===== config.mk =====
export PLATFORM = sky130hd
export DESIGN_NAME = rmt_cell
export DESIGN_NICKNAME = d
export VERILOG_FILES = /design/src/rtl/core/rmt_pkg.sv /design/src/rtl/core/rmt_cell.sv
export SDC_FILE = /design/constraint.sdc
export NUM_CORES = 1
export LEC_CHECK = 0
export BUFFER_PORTS_ARGS = -buffer_cell sky130_fd_sc_hd__buf_2
export CELL_PAD_IN_SITES_DETAIL_PLACEMENT = 2
export CELL_PAD_IN_SITES_GLOBAL_PLACEMENT = 2
export CORE_MARGIN = 3
export CORE_UTILIZATION = 25
export CTS_BUF_LIST = sky130_fd_sc_hd__clkbuf_8
export DETAILED_ROUTE_END_ITERATION = 10
export PLACE_DENSITY = 0.89
export SLEW_MARGIN = 20
export SYNTH_ARGS = -nofsm -noshare
export SYNTH_HDL_FRONTEND = slang
export SYNTH_SLANG_ARGS = --single-unit
export TNS_END_PERCENT = 10

===== constraint.sdc =====
create_clock -name clock -period 7.1 [get_ports clock]
set_input_delay 1.42 -clock clock [delete_from_list [all_inputs] [get_ports clock]]
set_output_delay 1.42 -clock clock [all_outputs]
set_load 0.1 [all_outputs]

===== src/rtl/core/rmt_pkg.sv =====
package rmt_pkg;

   // Default number of cells in the sorted row
   localparam int CAPACITY_DEF = 64;

   // Field widths
   localparam int SAMPLE_W = 32;
   localparam int MEDIAN_W = 33;
   localparam int COUNT_OUT_W = 7;

   // Cells folded into one register of the median reduction
   localparam int GROUP_SIZE = 8;

   // Request kinds
   localparam logic KIND_ADD = 1'b0;
   localparam logic KIND_CLEAR = 1'b1;

   typedef struct packed {
      logic kind;
      logic signed [SAMPLE_W-1:0] sample;
   } req_type;

   typedef struct packed {
      logic signed [MEDIAN_W-1:0] median_doubled;
      logic [COUNT_OUT_W-1:0] stored_count;
      logic median_valid;
      logic sample_dropped;
   } rsp_type;

   // Broadcast from the row controller to every cell
   typedef struct packed {
      logic load;
      logic odd;
      logic signed [SAMPLE_W-1:0] sample;
   } cell_ctrl_type;

endpackage


===== src/rtl/core/rmt_cell.sv =====
module rmt_cell #(
   parameter int INDEX = 0,
   parameter int COUNT_W = 7
) (
   input  logic clock,
   input  rmt_pkg::cell_ctrl_type ctrl,
   input  logic [COUNT_W-1:0] count,
   input  logic [COUNT_W-1:0] half,
   input  logic signed [rmt_pkg::SAMPLE_W-1:0] left_value,
   input  logic left_gt,
   output logic signed [rmt_pkg::SAMPLE_W-1:0] value,
   output logic gt,
   output logic [rmt_pkg::SAMPLE_W-1:0] lo_value,
   output logic [rmt_pkg::SAMPLE_W-1:0] hi_value
);

   localparam logic [COUNT_W-1:0] MY_INDEX = COUNT_W'(INDEX);
   localparam logic [COUNT_W-1:0] NEXT_INDEX = COUNT_W'(INDEX + 1);

   logic signed [rmt_pkg::SAMPLE_W-1:0] value_ff;
   logic signed [rmt_pkg::SAMPLE_W-1:0] value_in;
   logic occupied;
   logic lo_pick;
   logic hi_pick;

   // An empty cell counts as larger than any sample
   assign occupied = MY_INDEX < count;
   assign gt = !occupied || (value_ff > ctrl.sample);

   // Shift in from the left neighbor, or take the new word where it lands
   always_comb begin
      value_in = value_ff;
      if (ctrl.load && gt) begin
         value_in = left_gt ? left_value : ctrl.sample;
      end
   end

   always_ff @(posedge clock) begin
      value_ff <= value_in;
   end

   // Offer this cell's value when it sits at one of the middle places
   assign hi_pick = occupied && (MY_INDEX == half);
   assign lo_pick = occupied && (ctrl.odd ? (MY_INDEX == half) : (NEXT_INDEX == half));
   assign lo_value = lo_pick ? value_ff : '0;
   assign hi_value = hi_pick ? value_ff : '0;
   assign value = value_ff;

endmodule


==> flow_metrics.env <==
export IMPL_status="complete, no violations"
export IMPL_multi_input_area_sq_mm=0.00150
export IMPL_slowest_stage="o41ai_1"
export IMPL_largest_reg_flops=32
export IMPL_ant_nets=0
export IMPL_synth_top_cell_area_share_pct=36.0
export IMPL_wl_met3_um=550
export IMPL_pwr_share_clk_pct=20.4
export IMPL_grt_overflow=0
export IMPL_dr_pass1_iters=4
export IMPL_synth_net_count=411
export IMPL_die_h_um=109
export IMPL_vias=2769
export IMPL_cts_setup_buffers=0
export IMPL_ir_worst_vdd_mv=0.0727
export IMPL_place_area_sq_mm=0.00365
export IMPL_final_max_slew_violation_count=0
export IMPL_initial_core_util_pct=25.7
export IMPL_period_needed_ns=4.83
export IMPL_met2_wirelength_um=5730
export IMPL_synthDistinctLibCells=33
export IMPL_path_class="in2out"
export IMPL_synth_area_leader_cell="edfxtp_1"
export IMPL_design_area_sq_mm=0.00374
export IMPL_syn_area_sq_mm=0.00267
export IMPL_min_path_type="reg2reg"
export IMPL_setup_viol=0
export IMPL_clock_fmax_mhz=207
export IMPL_clockBufferDepth=2
export IMPL_drt_met1_wl_um=3920
export IMPL_gp_congestion=0.739
export IMPL_cts_tree="yes"
export IMPL_cts_root_buf="clkbuf_8"
export IMPL_grt_first_pass_wirelength_um=15400
export IMPL_yosysWarnings=0
export IMPL_finClkSkew_ns=0.00643
export IMPL_comb_power_share_pct=42.0
export IMPL_ctsResizeCount=0
export IMPL_async_reset_ff_share_pct=0
export IMPL_final_seq_area_sq_um=961
export IMPL_area_growth_pct=40.0
export IMPL_fin_crit_sh_pct=68.0
export IMPL_io_pins=179
export IMPL_die_width_um=109
export IMPL_antenna_found_initial=2
export IMPL_drtIter0Drc=61
export IMPL_clk_pin_slew_ns=0.07
export IMPL_p_sw_share_pct=45.9
export IMPL_cts_sinks=32
export IMPL_rsz0062_at_grt="no"
export IMPL_path_cells="buf_2, inv_1, ha_1, nand4_1, nor3_1, a21boi_1, o41ai_1, a21oi_1, buf_2"
export IMPL_nets=584
export IMPL_drive_gt1_share_pct=41.4
export IMPL_drv_cap=0
export IMPL_grt_max_degree=64
export IMPL_synth_edf_count=32
export IMPL_place_inst=599
export IMPL_grt_pass1_vias=2910
export IMPL_drc=0
export IMPL_cts_max_level=2
export IMPL_startpoint_type="input port"
export IMPL_track_usage_pct=16.7
export IMPL_yosys_top_cells_area="edfxtp_1 (36%), ha_1 (15%), and2_1 (15%)"
export IMPL_ys_flop_type="edfxtp_1"
export IMPL_cts_hold_buf=0
export IMPL_p_int_mw=0.362
export IMPL_tns_ns=0
export IMPL_required_ns=5.68
export IMPL_die_area_sq_mm=0.0120
export IMPL_layout_common_cells="buf_2 (178), and2_1 (63), nand2_1 (36), inv_1 (35)"
export IMPL_num_fill_cells=1233
export IMPL_syn_inst=297
export IMPL_powerDensity_mw_per_mm2=179
export IMPL_avgSynthCellArea_sq_um=8.99
export IMPL_routed_via_density=4.55
export IMPL_ys_ff_latch=32
export IMPL_clk_latency_ns=0.28
export IMPL_cp_end_kind="output pin"
export IMPL_final_cells=609
export IMPL_p_leak_nw=2.01
export IMPL_post_drt_wl_per_cell_um=16.9
export IMPL_p_total_mw=0.670
export IMPL_path_max_fanout=3
export IMPL_numCtsBuffers=5
export IMPL_yosysSeqAreaShare_pct=36.0
export IMPL_slowest_delay_ns=0.67
export IMPL_cpMostUsedCell="buf_2"
export IMPL_port_buffers=178
export IMPL_hold_viol_final=0
export IMPL_rows=37
export IMPL_tightestPinTransition_ns=0.994
export IMPL_power_switching_mw=0.307
export IMPL_final_common_cell="buf_2"
export IMPL_slew_headroom_pct=33.7
export IMPL_core_area_sq_mm=0.0104
export IMPL_dpl_hpwl_um=8460
export IMPL_seqPwrFrac_pct=37.7
export IMPL_routed_wl_um=10300
export IMPL_top_layer="met4"
export IMPL_critical_path_arrival_ns=3.41
## power by group through the flow
stage	combinational, mW	clock [mW]	sequential, mW
2_1_floorplan	0.0864	0	0.379
6_report	0.281	0.136	0.252
5_1_grt	0.301	0.149	0.256
4_1_cts	0.284	0.142	0.253
3_5_place_dp	0.283	0	0.257
3_3_place_gp	0.275	0	0.255
## layout make-up
class	instances	area share, %
sequential	32	25.7
clock buffer	5	1.84
clock inverter	3	0.301
antenna	2	0.134
tap	136	4.55
multi-input combinational	219	40.1
timing repair buffer	179	24.0
inverter	33	3.32
## per-stage QoR
stage / util (%) / worst slack, ns / hold slack [ns]
CTS: 36.0 / 2.21 / 1.37
detailed placement: 35.2 / 2.21 / 1.36
floorplan: - / 1.69 / 1.61
finish: 36.0 / 2.27 / 1.32
global route: 36.0 / 2.05 / 1.42
global placement: 35.2 / 2.24 / 1.34
## layer usage
layer	track usage [%]	up-vias
met3	3.05	4
met2	31.7	86
met1	18.8	1316
met4	4.81	0
met5	0	-
li1	-	1363
## synth_stat cells (2+ instances only)
cell type  number
nor4_2          3
buf_6           6
nor2_4          2
nand2_1        36
ha_1           32
a21o_1          4
nor2_1          2
o21ai_1         2
nand3_1         3
a21oi_1        13
clkbuf_1        7
o21ai_0        32
nand4_1         7
inv_1          33
edfxtp_1       32
and2_1         63
nor3_1          4
## cells by family (layout without fill, tap and decap cells)
group | after synthesis | after routing | synth area share (%)
AND/OR/NAND/NOR | 127 | 127 | 27.9
other | 0 | 2 | 0
multiplexers | 1 | 1 | 0.422
flip-flops | 32 | 32 | 36.0
AO/OA/AOI/OAI | 58 | 58 | 12.2
XOR/XNOR | 1 | 1 | 0.328
buffers and inverters | 46 | 220 | 8.16
adder cells (fa/ha/maj) | 32 | 32 | 15.0
## worst paths after layout
path / startpoint / end / slack, ns / depth (start not counted)
worst max-delay path: ctrl[14] / gt / 2.27 / 9
worst min-delay path: value[18]$_DFFE_PP_ / value[4]$_DFFE_PP_ / 1.32 / 5
worst max register to register: value[31]$_DFFE_PP_ / value[17]$_DFFE_PP_ / 3.96 / 6
worst min register to register: value[18]$_DFFE_PP_ / value[4]$_DFFE_PP_ / 1.32 / 5
## critical path, delay by kind of cell
family	cells	cell delay [ns]
AOI/OAI and AO/OA	3	0.93
adders and majority gates	1	0.29
buffers and inverters	3	0.45
and+or+nand+nor	2	0.29
No activity file was read; power rests on OpenSTA's default activity.
